<file path="config.mk">
export PLATFORM = sky130hd
export DESIGN_NAME = substring_first_last_search
export DESIGN_NICKNAME = d
export VERILOG_FILES = /design/src/design/sfls_pkg.sv /design/src/design/sfls_match.sv /design/src/design/sfls_core.sv /design/src/design/substring_first_last_search.sv
export SDC_FILE = /design/constraint.sdc
export NUM_CORES = 1
export LEC_CHECK = 0
export CORE_MARGIN = 4
export CORE_UTILIZATION = 42
export DETAILED_ROUTE_END_ITERATION = 7
export DONT_BUFFER_PORTS = 1
export PLACE_DENSITY = 0.58
export SYNTH_ARGS = -nofsm -noshare
export SYNTH_HDL_FRONTEND = slang
export SYNTH_SLANG_ARGS = --single-unit
</file>
<file path="constraint.sdc">
create_clock -name clk -period 18 [get_ports clk]
set_input_delay 1.8 -clock clk [delete_from_list [all_inputs] [get_ports clk]]
set_output_delay 1.8 -clock clk [all_outputs]
set_load 0.005 [all_outputs]
</file>
<file path="src/design/sfls_pkg.sv">
// ---------------------------------------------------------------------------
// sfls_pkg: shared types and constants for the substring first/last search
// Sizes of the pattern store and the position counter, operation codes,
// and the result word passed from the search core to the top level.
// ---------------------------------------------------------------------------
`default_nettype none

package sfls_pkg;

  // Longest pattern held, and the width of text positions.
  localparam int MAX_PAT  = 32;
  localparam int POS_BITS = 16;

  // Pattern length counts 0..MAX_PAT.
  localparam int PLEN_W = $clog2(MAX_PAT + 1);

  // Width used when a position is compared against the pattern length.
  localparam int CMP_W = ((POS_BITS + 1) > PLEN_W) ? (POS_BITS + 1) : PLEN_W;

  // Width of the position fields on the result channel.
  localparam int OUT_W = 16;

  typedef logic [7:0]          byte_t;
  typedef logic [PLEN_W-1:0]   plen_t;
  typedef logic [POS_BITS-1:0] pos_t;
  typedef logic [CMP_W-1:0]    cmp_t;
  typedef logic [OUT_W-1:0]    out_pos_t;

  // Saturation value of the text position counter.
  localparam pos_t POS_MAX = {POS_BITS{1'b1}};

  // Input operation codes.
  typedef enum logic [1:0] {
    OP_START = 2'd0,
    OP_PAT   = 2'd1,
    OP_TEXT  = 2'd2,
    OP_END   = 2'd3
  } op_t;

  // Result of an end word, as the core computes it.
  typedef struct packed {
    pos_t first;
    pos_t last;
    logic found;
    logic overflow;
  } res_t;

endpackage

`default_nettype wire

</file>
<file path="src/design/sfls_match.sv">
// ---------------------------------------------------------------------------
// sfls_match: parallel window compare
// Compares every entry of the text window with the pattern entry at the
// same place and reports a hit when all entries below the pattern length
// agree.
// ---------------------------------------------------------------------------
`default_nettype none

module sfls_match (
  input  sfls_pkg::byte_t pat    [sfls_pkg::MAX_PAT],
  input  sfls_pkg::byte_t win    [sfls_pkg::MAX_PAT],
  input  sfls_pkg::plen_t plen,
  output logic            hit
);

  logic [sfls_pkg::MAX_PAT-1:0] ok;

  // Each entry either matches or lies beyond the pattern and is ignored.
  always_comb begin
    for (int k = 0; k < sfls_pkg::MAX_PAT; k++) begin
      ok[k] = (pat[k] == win[k]) || (sfls_pkg::cmp_t'(k) >= sfls_pkg::cmp_t'(plen));
    end
  end

  assign hit = &ok;

endmodule

`default_nettype wire

</file>
<file path="src/design/sfls_core.sv">
// ---------------------------------------------------------------------------
// sfls_core: search state and per-word update
// Holds the pattern, the text window, the text counter and the match record.
// One word is executed per enabled cycle; an end word's result is produced
// combinationally for the output register.
// ---------------------------------------------------------------------------
`default_nettype none

module sfls_core (
  input  logic              clk,
  input  logic              rst_n,
  input  logic              exec_en,
  input  sfls_pkg::op_t     op,
  input  sfls_pkg::byte_t   ch,
  output sfls_pkg::res_t    res
);

  // The pattern is kept newest first, so entry k lines up with window entry k.
  sfls_pkg::byte_t pat_r   [sfls_pkg::MAX_PAT];
  sfls_pkg::byte_t win_r   [sfls_pkg::MAX_PAT];
  sfls_pkg::byte_t win_nxt [sfls_pkg::MAX_PAT];

  sfls_pkg::plen_t plen_r, plen_nxt;
  sfls_pkg::pos_t  count_r, count_nxt;
  sfls_pkg::pos_t  first_r, first_nxt;
  sfls_pkg::pos_t  last_r, last_nxt;
  logic            seen_r, seen_nxt;
  logic            ovf_r, ovf_nxt;
  logic            tover_r, tover_nxt;
  logic            pat_load;
  logic            win_load;
  logic            clear;
  logic            hit;

  sfls_pkg::pos_t  count_inc;
  logic            count_sat;
  sfls_pkg::pos_t  start_pos;
  sfls_pkg::cmp_t  start_wide;
  logic            long_enough;
  logic            matched;

  // Window after the current text byte is shifted in.
  always_comb begin
    win_nxt[0] = ch;
    for (int k = 1; k < sfls_pkg::MAX_PAT; k++) begin
      win_nxt[k] = win_r[k-1];
    end
  end

  sfls_match u_match (
    .pat  (pat_r),
    .win  (win_nxt),
    .plen (plen_r),
    .hit  (hit)
  );

  // Text counter saturation and match start position.
  always_comb begin
    count_sat   = (count_r == sfls_pkg::POS_MAX);
    count_inc   = count_sat ? count_r : count_r + sfls_pkg::pos_t'(1);
    long_enough = sfls_pkg::cmp_t'(count_inc) >= sfls_pkg::cmp_t'(plen_r);
    start_wide  = sfls_pkg::cmp_t'(count_inc) - sfls_pkg::cmp_t'(plen_r)
                  + sfls_pkg::cmp_t'(1);
    start_pos   = (tover_r || count_sat) ? sfls_pkg::POS_MAX
                                         : start_wide[sfls_pkg::POS_BITS-1:0];
    matched     = hit && (plen_r != '0) && long_enough;
  end

  // Next-state logic for one executed word.
  always_comb begin
    plen_nxt  = plen_r;
    count_nxt = count_r;
    first_nxt = first_r;
    last_nxt  = last_r;
    seen_nxt  = seen_r;
    ovf_nxt   = ovf_r;
    tover_nxt = tover_r;
    pat_load  = 1'b0;
    win_load  = 1'b0;
    clear     = 1'b0;
    if (exec_en) begin
      case (op)
        sfls_pkg::OP_START: begin
          clear     = 1'b1;
          plen_nxt  = '0;
          count_nxt = '0;
          first_nxt = '0;
          last_nxt  = '0;
          seen_nxt  = 1'b0;
          ovf_nxt   = 1'b0;
          tover_nxt = 1'b0;
        end
        sfls_pkg::OP_PAT: begin
          // Pattern bytes count only before any text has arrived.
          if (count_r == '0 && !tover_r) begin
            if (sfls_pkg::cmp_t'(plen_r) >= sfls_pkg::cmp_t'(sfls_pkg::MAX_PAT)) begin
              ovf_nxt = 1'b1;
            end else begin
              pat_load = 1'b1;
              plen_nxt = plen_r + sfls_pkg::plen_t'(1);
            end
          end
        end
        sfls_pkg::OP_TEXT: begin
          win_load  = 1'b1;
          count_nxt = count_inc;
          if (count_sat) begin
            tover_nxt = 1'b1;
            ovf_nxt   = 1'b1;
          end
          if (matched) begin
            if (!seen_r) begin
              first_nxt = start_pos;
            end
            last_nxt = start_pos;
            seen_nxt = 1'b1;
          end
        end
        default: begin
          // An end word leaves the state as it is.
        end
      endcase
    end
  end

  // Control and match record.
  always_ff @(posedge clk) begin
    if (!rst_n) begin
      plen_r  <= '0;
      count_r <= '0;
      first_r <= '0;
      last_r  <= '0;
      seen_r  <= 1'b0;
      ovf_r   <= 1'b0;
      tover_r <= 1'b0;
    end else begin
      plen_r  <= plen_nxt;
      count_r <= count_nxt;
      first_r <= first_nxt;
      last_r  <= last_nxt;
      seen_r  <= seen_nxt;
      ovf_r   <= ovf_nxt;
      tover_r <= tover_nxt;
    end
  end

  // Text window shift line, cleared by reset and by a start word.
  always_ff @(posedge clk) begin
    if (!rst_n || clear) begin
      for (int k = 0; k < sfls_pkg::MAX_PAT; k++) begin
        win_r[k] <= '0;
      end
    end else if (win_load) begin
      for (int k = 0; k < sfls_pkg::MAX_PAT; k++) begin
        win_r[k] <= win_nxt[k];
      end
    end
  end

  // Pattern shift line; only entries below the pattern length are compared.
  always_ff @(posedge clk) begin
    if (pat_load) begin
      pat_r[0] <= ch;
      for (int k = 1; k < sfls_pkg::MAX_PAT; k++) begin
        pat_r[k] <= pat_r[k-1];
      end
    end
  end

  // Result of an end word, taken from the current state.
  always_comb begin
    if (plen_r == '0) begin
      res.first = (count_r != '0) ? sfls_pkg::pos_t'(1) : '0;
      res.last  = (tover_r || count_sat) ? sfls_pkg::POS_MAX
                                         : count_r + sfls_pkg::pos_t'(1);
    end else begin
      res.first = first_r;
      res.last  = last_r;
    end
    res.found    = (res.first != '0) || (res.last != '0);
    res.overflow = ovf_r;
  end

endmodule

`default_nettype wire

</file>
<file path="src/design/substring_first_last_search.sv">
// ---------------------------------------------------------------------------
// substring_first_last_search: first and last match of a pattern in a text
// Streams pattern and text words, compares the window of recent text bytes
// with the pattern on every text byte and reports the first and last match
// start on each end word.
// ---------------------------------------------------------------------------
//
//   channel   direction  handshake          payload
//   in_       input      in_valid/in_stall  in_operation, in_char_value
//   out_      output     out_valid/out_stall out_first_position, out_last_position,
//                                           out_found, out_overflow
//
// One word is accepted per cycle while in_stall is low; each word executes in
// the input register stage after it is accepted, and an end word's result
// is captured from there into the output register.
// The rate is set by the combinational window compare of the search core.
// Reset clears all control state and the text window.
// Only an end word waits while an earlier result is stalled on the output;
// then in_stall rises until the output register is taken.
// ---------------------------------------------------------------------------
`default_nettype none

module substring_first_last_search (
  input  logic        clk,
  input  logic        rst_n,
  input  logic        in_valid,
  output logic        in_stall,
  input  logic [1:0]  in_operation,
  input  logic [7:0]  in_char_value,
  output logic        out_valid,
  input  logic        out_stall,
  output logic [15:0] out_first_position,
  output logic [15:0] out_last_position,
  output logic        out_found,
  output logic        out_overflow
);

  logic              in_v_r;
  sfls_pkg::op_t     op_r;
  sfls_pkg::byte_t   ch_r;
  logic              hold;
  logic              exec_en;
  logic              exec_end;
  logic              in_take;
  sfls_pkg::res_t    res;

  logic              out_v_r, out_v_nxt;
  sfls_pkg::out_pos_t first_r;
  sfls_pkg::out_pos_t last_r;
  logic              found_r;
  logic              ovf_r;

  // An end word waits while the output register holds a stalled result.
  assign hold     = in_v_r && (op_r == sfls_pkg::OP_END) && out_v_r && out_stall;
  assign in_stall = hold;
  assign in_take  = in_valid && !hold;
  assign exec_en  = in_v_r && !hold;
  assign exec_end = exec_en && (op_r == sfls_pkg::OP_END);

  // Input register.
  always_ff @(posedge clk) begin
    if (!rst_n) begin
      in_v_r <= 1'b0;
    end else if (!hold) begin
      in_v_r <= in_valid;
    end
  end

  always_ff @(posedge clk) begin
    if (in_take) begin
      op_r <= sfls_pkg::op_t'(in_operation);
      ch_r <= in_char_value;
    end
  end

  sfls_core u_core (
    .clk     (clk),
    .rst_n   (rst_n),
    .exec_en (exec_en),
    .op      (op_r),
    .ch      (ch_r),
    .res     (res)
  );

  // Output register.
  always_comb begin
    out_v_nxt = out_v_r && out_stall;
    if (exec_end) begin
      out_v_nxt = 1'b1;
    end
  end

  always_ff @(posedge clk) begin
    if (!rst_n) begin
      out_v_r <= 1'b0;
    end else begin
      out_v_r <= out_v_nxt;
    end
  end

  always_ff @(posedge clk) begin
    if (exec_end) begin
      first_r <= sfls_pkg::out_pos_t'(res.first);
      last_r  <= sfls_pkg::out_pos_t'(res.last);
      found_r <= res.found;
      ovf_r   <= res.overflow;
    end
  end

  assign out_valid          = out_v_r;
  assign out_first_position = first_r;
  assign out_last_position  = last_r;
  assign out_found          = found_r;
  assign out_overflow       = ovf_r;

`ifndef SYNTH
  // A new result only appears after an end word has executed.
  a_out_from_end: assert property (@(posedge clk) disable iff (!rst_n)
    $rose(out_valid) |-> $past(exec_end))
    else $error("result word without an executed end word");

  // The input side stalls only behind a stalled result.
  a_stall_cause: assert property (@(posedge clk) disable iff (!rst_n)
    in_stall |-> (out_valid && out_stall))
    else $error("input stalled without a stalled result");

  // A stalled result is never overwritten by a new end word.
  a_no_overwrite: assert property (@(posedge clk) disable iff (!rst_n)
    (out_valid && out_stall) |-> !exec_end)
    else $error("stalled result overwritten");

  // The found flag agrees with the reported positions.
  a_found: assert property (@(posedge clk) disable iff (!rst_n)
    out_valid |-> (out_found == ((out_first_position != 16'd0) ||
                                 (out_last_position != 16'd0))))
    else $error("found flag disagrees with positions");
`endif

endmodule

`default_nettype wire
</file>
==> qor.yml, run 1 <==
hold_viol_final: 0
slowest_stage: "o311ai_0"
syn_area_um2: 25500
synth_edf_count: 548
clkTransAtPathRegs_ns: 0.06
antenna_found_initial: 2
cts_root_buffer: "clkbuf_16"
nets: 1859
cp_cell_sequence: "ha_1, nand3_1, nor3_1, nand3_1, a21oi_1, inv_1, ha_1, inv_1, ha_1, inv_1, fa_1, a2bb2oi_1, o311ai_0, o211a_1, o211ai_1, a31oi_1, nor3_1, nor3_1, o22ai_1"
synth_seq_cells: 607
min_path_type: "flop to flop"
dr.pass1.iters: 5
fin_skew_ns: 0.0190
wl_um: 52400
setup_viol: 0
cp.arrival_ns: 6.14
portBuffers: 0
seq_area_frac_synth_pct: 69.1
die_y_um: 255
fin_ws_ns: 12.29
cts_setup_buffers: 0
finalPower_mw: 3.00
start_util_pct: 42.4
gr-total-overflow: 0
dieWidth_um: 255
post_drt_wl_per_cell_um: 19.9
cp_max_fo: 19
synth_cell_types: 63
syn_nets: 1847
synthArstFlopShare_pct: 0
clk_latency_ns: 0.59
place_inst: 2517
syn_inst: 1792
viasPerCell: 5.31
synthFlopType: "edfxtp_1"
grt_pass1_vias: 14100
place_hpwl_um: 32700
antennaDiodeCount: 0
drtAntennaViolNets: 0
grt_pass1_wl_um: 80700
dr.first_iter.drc_count: 976
final_layout_size_suffix_gt1_share_pct: 6.74
clk_path_buf_depth: 3
worstSetupPathType: "flop to flop"
core.rowCount: 90
max_slew.worst_pin.slew_ns: 1.23
period_needed_ns: 5.71
areaGrowthSynthToFinish_pct: 11.3
numCtsBuffers: 67
power_leakage_nw: 10.0
vias: 14000
die-area_um2: 64800
grt_max_degree: 184
core_um2: 60200
cts_max_level: 3
pin_count: 50
power.density_nw_per_um2: 106
place.gp.congestion: 0.838
rsz0062_at_grt: "no"
drc_errors: 0
track_usage_pct: 16.0
slew_violations: 0
yosys_warnings: 0
fin_crit_sh_pct: 31.7
status: "complete, no violations"
hold_buffers: 0
fin_tns_setup_ns: 0
critPathLaunchType: "flop"
ir_drop_mv: 0.0823
fmax_mhz: 175
tritoncts: "yes"
cpPeakStageDelay_ns: 0.82
cts_num_sinks: 607
worstPathRequired_ns: 18.43
slew_headroom_pct: 17.9
avgSynthCellArea_um2: 14.2
post-place-ws_ns: 12.36
fin_cells: 2636
cts_resized: 0
cp-end-kind: "flop"
cap_viol_max_count: 0
## Yosys cell counts, types with 31 or more instances
library cell  count  area share, %
ha_1             38            1.9
o21ai_0          41           0.80
and3_1          112            2.7
nor4_1           31           0.76
nand4_1          53            1.3
xor2_1           89            3.1
clkbuf_1         60           0.88
dfxtp_1          59            4.6
xnor2_1         193            6.6
edfxtp_1        548             64
and2_1          150            3.7
nor2_1           51           0.75
nand2_1         101            1.5
## layer usage
layer / routed length, um / vias to the layer above / global-route usage (%) / part of all wire, %
li1: - / 6604 / - / -
met1: 23300 / 6928 / 21.3 / 44
met2: 24700 / 350 / 26.0 / 47
met3: 2650 / 114 / 3.84 / 5.0
met4: 1730 / 2 / 5.60 / 3.3
met5: 7 / - / 0 / 0.013
## layout by cell type (no fill, tap or decap), types with 49 or more instances in the layout
cell type  instances
and2_1           150
and3_1           111
clkbuf_16         69
dfxtp_1           59
edfxtp_1         548
nand2_1          100
nand4_1           53
nor2_1            49
xnor2_1          193
xor2_1            89
## worst paths after layout
path	endpoint	start	slack, ns	cells past startpoint
setup reg to reg	u_core.last_r[15]	u_core.count_r[0]	12.29	19
hold reg to reg	out_overflow	u_core.ovf_r	0.46	0
setup / recovery	u_core.last_r[15]	u_core.count_r[0]	12.29	19
hold / removal	out_overflow	u_core.ovf_r	0.46	0
## sequential cells by signal, indices dropped and copies added, names as in the netlist
| register | cells |
|---|---|
| out_overflow | 1 |
| u_core.last_r | 16 |
| out_valid | 1 |
| out_first_position | 16 |
| u_core.tover_r | 1 |
| u_core.win_r | 248 |
| u_core.pat_r | 256 |
| op_r | 2 |
| u_core.ovf_r | 1 |
| out_found | 1 |
| u_core.seen_r | 1 |
| u_core.count_r | 16 |
| in_v_r | 1 |
| ch_r | 8 |
| out_last_position | 16 |
| u_core.first_r | 16 |
| u_core.plen_r | 6 |
## report_power, final
| part | leakage (nW) | internal [mW] | total (mW) | switching (mW) |
|---|---|---|---|---|
| Sequential | 5.81 | 1.59 | 1.62 | 0.0308 |
| Clock | 0.996 | 0.741 | 1.29 | 0.545 |
| Combinational | 3.21 | 0.0385 | 0.0975 | 0.0590 |
## through the flow
stage / area, um^2 / utilization [%] / hold WS, ns
2_1_floorplan: 25500 / - / 0.408
3_3_place_gp: 26400 / 43.8 / 0.435
3_5_place_dp: 26400 / 43.8 / 0.428
4_1_cts: 28400 / 47.2 / 0.447
5_1_grt: 28400 / 47.2 / 0.461
6_report: 28400 / 47.2 / 0.457
## layout make-up
cell class              instances  area [um^2]
repair buffers                 11         95.1
well taps                     782          978
multi-input cells            1083         7520
clock inverters                31          238
clock buffers                  88         1810
inverters                      34          135
fillers                      5196        31800
flip-flops and latches        607        17600
## cell families after synthesis
logic type	count (synthesis)	synth area share, %
compound gates	166	4.41
xor+xnor	282	9.68
fa+ha+maj	41	2.10
buf+inv	102	1.55
flops	607	69.1
mux	6	0.240
simple gates	588	12.9
## worst max-delay path, delay by kind of cell (launching register included)
kind	cells	cell delay (ns)
simple gates	5	1.56
flops	1	0.43
buf+inv	3	0.19
fa+ha+maj	4	1.11
compound gates	7	2.26
No activity file was read; power rests on OpenSTA's default activity.
==> run 2: changes to the inputs <==
clock period = 5.8 ns   (was 18 ns; I/O delays follow)
==> run 2 against run 1 <==
Effect of this change:
- cell count grew 0.15%
- die area is the same
- critical path depth is 2 higher
- clock power rose to 3.1 times the previous value
- sequential share of layout area fell by 0.15 points
- non-clock buffer count rose by 6
- clock skew rose by 0.0048 ns
- combinational power increased to 3.1 times the previous value
- hold slack worse by 0.38 ns
- core utilization increased by 0.12 points
- register-to-register slack got worse by 11 ns
==> qor.yml, run 2 (synthesis gave the netlist of run 1 again) <==
worstSetupPathType: "flop to flop"
antenna_found_initial: 0
areaGrowthSynthToFinish_pct: 11.6
fin_cells: 2640
grtUsageMet3_pct: 3.50
cp_cell_sequence: "ha_1, nand3_1, nor3_1, nand3_1, buf_4, a21oi_1, inv_1, ha_1, inv_1, ha_1, inv_1, fa_1, a2bb2oi_1, o311ai_0, buf_4, o211a_1, o211ai_1, a31oi_1, nor3_1, nor3_1, o22ai_1"
post_drt_wl_per_cell_um: 20.1
regMostFlops: "u_core.pat_r"
hold_viol_final: 0
ir_drop_mv: 0.261
grt_pass1_vias: 14300
cts_max_level: 3
fmax_mhz: 203
final_layout_size_suffix_gt1_share_pct: 7.00
seqCellArea_um2: 17600
grt_max_degree: 164
cpPeakStageDelay_ns: 0.47
cts_root_buffer: "clkbuf_16"
fin_crit_sh_pct: 85.0
fin_skew_ns: 0.0238
swShare_pct: 21.1
core_um2: 60200
cts_setup_buffers: 0
postPlaceCellArea_um2: 26400
power_frac_clock_pct: 42.9
track_usage_pct: 16.4
drc_errors: 0
nets: 1865
portBuffers: 0
p_switching_mw: 1.96
core.rowCount: 90
nFillCells: 5188
place_hpwl_um: 33300
cts_resized: 0
vias: 14000
use_met1_pct: 22.2
rsz0062_at_grt: "no"
critPathLaunchType: "flop"
seqPwrFrac_pct: 53.8
grt_pass1_wl_um: 82400
gr-total-overflow: 0
start_util_pct: 42.4
finalPower_mw: 9.33
design_area_um2: 28500
intPower_mw: 7.36
dr.first_iter.drc_count: 1108
place.gp.congestion: 0.804
min_path_type: "input pin to flop"
power.density_nw_per_um2: 327
dieWidth_um: 255
pin_count: 50
busiest_layer: "met2"
antennaDiodeCount: 0
wl_um: 53200
dr.pass1.iters: 5
numCtsBuffers: 67
power_leakage_nw: 10.1
fin_tns_setup_ns: 0
worstPathRequired_ns: 6.27
status: "complete, no violations"
period_needed_ns: 4.93
hold_buffers: 0
grtUsageMet2_pct: 26.9
largest_register_ffs: 256
cts_num_sinks: 607
place_inst: 2523
p_comb_share_pct: 3.3
slew_headroom_pct: 22.1
max_slew.worst_pin.slew_ns: 1.17
cp.arrival_ns: 5.39
slew_violations: 0
drtAntennaViolNets: 0
slowest_stage: "dfxtp_1"
setup_viol: 0
clkTransAtPathRegs_ns: 0.06
cp_max_fo: 19
viasPerCell: 5.31
clk_path_buf_depth: 3
die-area_um2: 64800
clk_latency_ns: 0.60
die_y_um: 255
final_common_cell: "edfxtp_1"
cp-end-kind: "flop"
tritoncts: "yes"
largestRegisters: "u_core.pat_r (256), u_core.win_r (248)"
multi_input_area_um2: 7520
cap_viol_max_count: 0
final_cell_mix: "edfxtp_1, xnor2_1, and2_1, and3_1, nand2_1"
[run 2: cell count changes in the layout (fill, tap and decap cells not counted), sizes merged]
cell | before | now
bufinv | 2 | 3
inv | 38 | 37
clkinv | 23 | 24
clkbuf | 88 | 86
buf | 11 | 17
clkinvlp | 2 | 1
[run 2: power groups by stage]
| stage | Combinational (mW) | Sequential, mW | Clock [mW] |
|---|---|---|---|
| global route | 0.338 | 5.03 | 4.29 |
| detailed placement | 0.311 | 5.11 | 0 |
| global placement | 0.311 | 5.10 | 0 |
| floorplan | 0.232 | 5.09 | 0 |
| CTS | 0.314 | 5.02 | 4.11 |
| finish | 0.305 | 5.02 | 4.01 |
[run 2: worst max-delay path: cells and delay by family, from the launching register on]
kind            cells  cell delay, ns
flops               1            0.47
buf+inv             5            0.66
fa+ha+maj           4            1.12
simple gates        5            0.96
compound gates      7            1.58
[run 2: layer usage]
metal,up-vias,wire length [um]
met5,-,0
met4,0,1380
met3,88,2500
met2,331,25600
met1,6989,23700
li1,6604,-
[run 2: layout make-up]
type	instances	share of cell area, %
timing repair buffer	17	0.580
inverter	34	0.461
clock inverter	31	0.914
sequential	607	61.9
tap	782	3.43
clock buffer	86	6.28
multi-input combinational	1083	26.4
[run 2: final timing paths]
path                     startpoint                 to  slack (ns)  cells after the start
setup reg to reg  u_core.count_r[0]  u_core.last_r[15]        0.87                     21
setup / recovery  u_core.count_r[0]  u_core.last_r[15]        0.87                     21
hold / removal      in_operation[0]            op_r[0]        0.08                      0
hold reg to reg        u_core.ovf_r       out_overflow        0.44                      0
[run 2: metrics by stage]
| stage | hold slack, ns | worst slack [ns] | util [%] |
|---|---|---|---|
| after floorplan | 0.408 | 0.103 | - |
| after global placement | 0.432 | 0.970 | 43.9 |
| after detailed placement | 0.429 | 0.928 | 43.9 |
| after CTS | 0.0387 | 0.915 | 47.3 |
| after global routing | 0.0394 | 0.414 | 47.3 |
| final | 0.0785 | 0.872 | 47.3 |
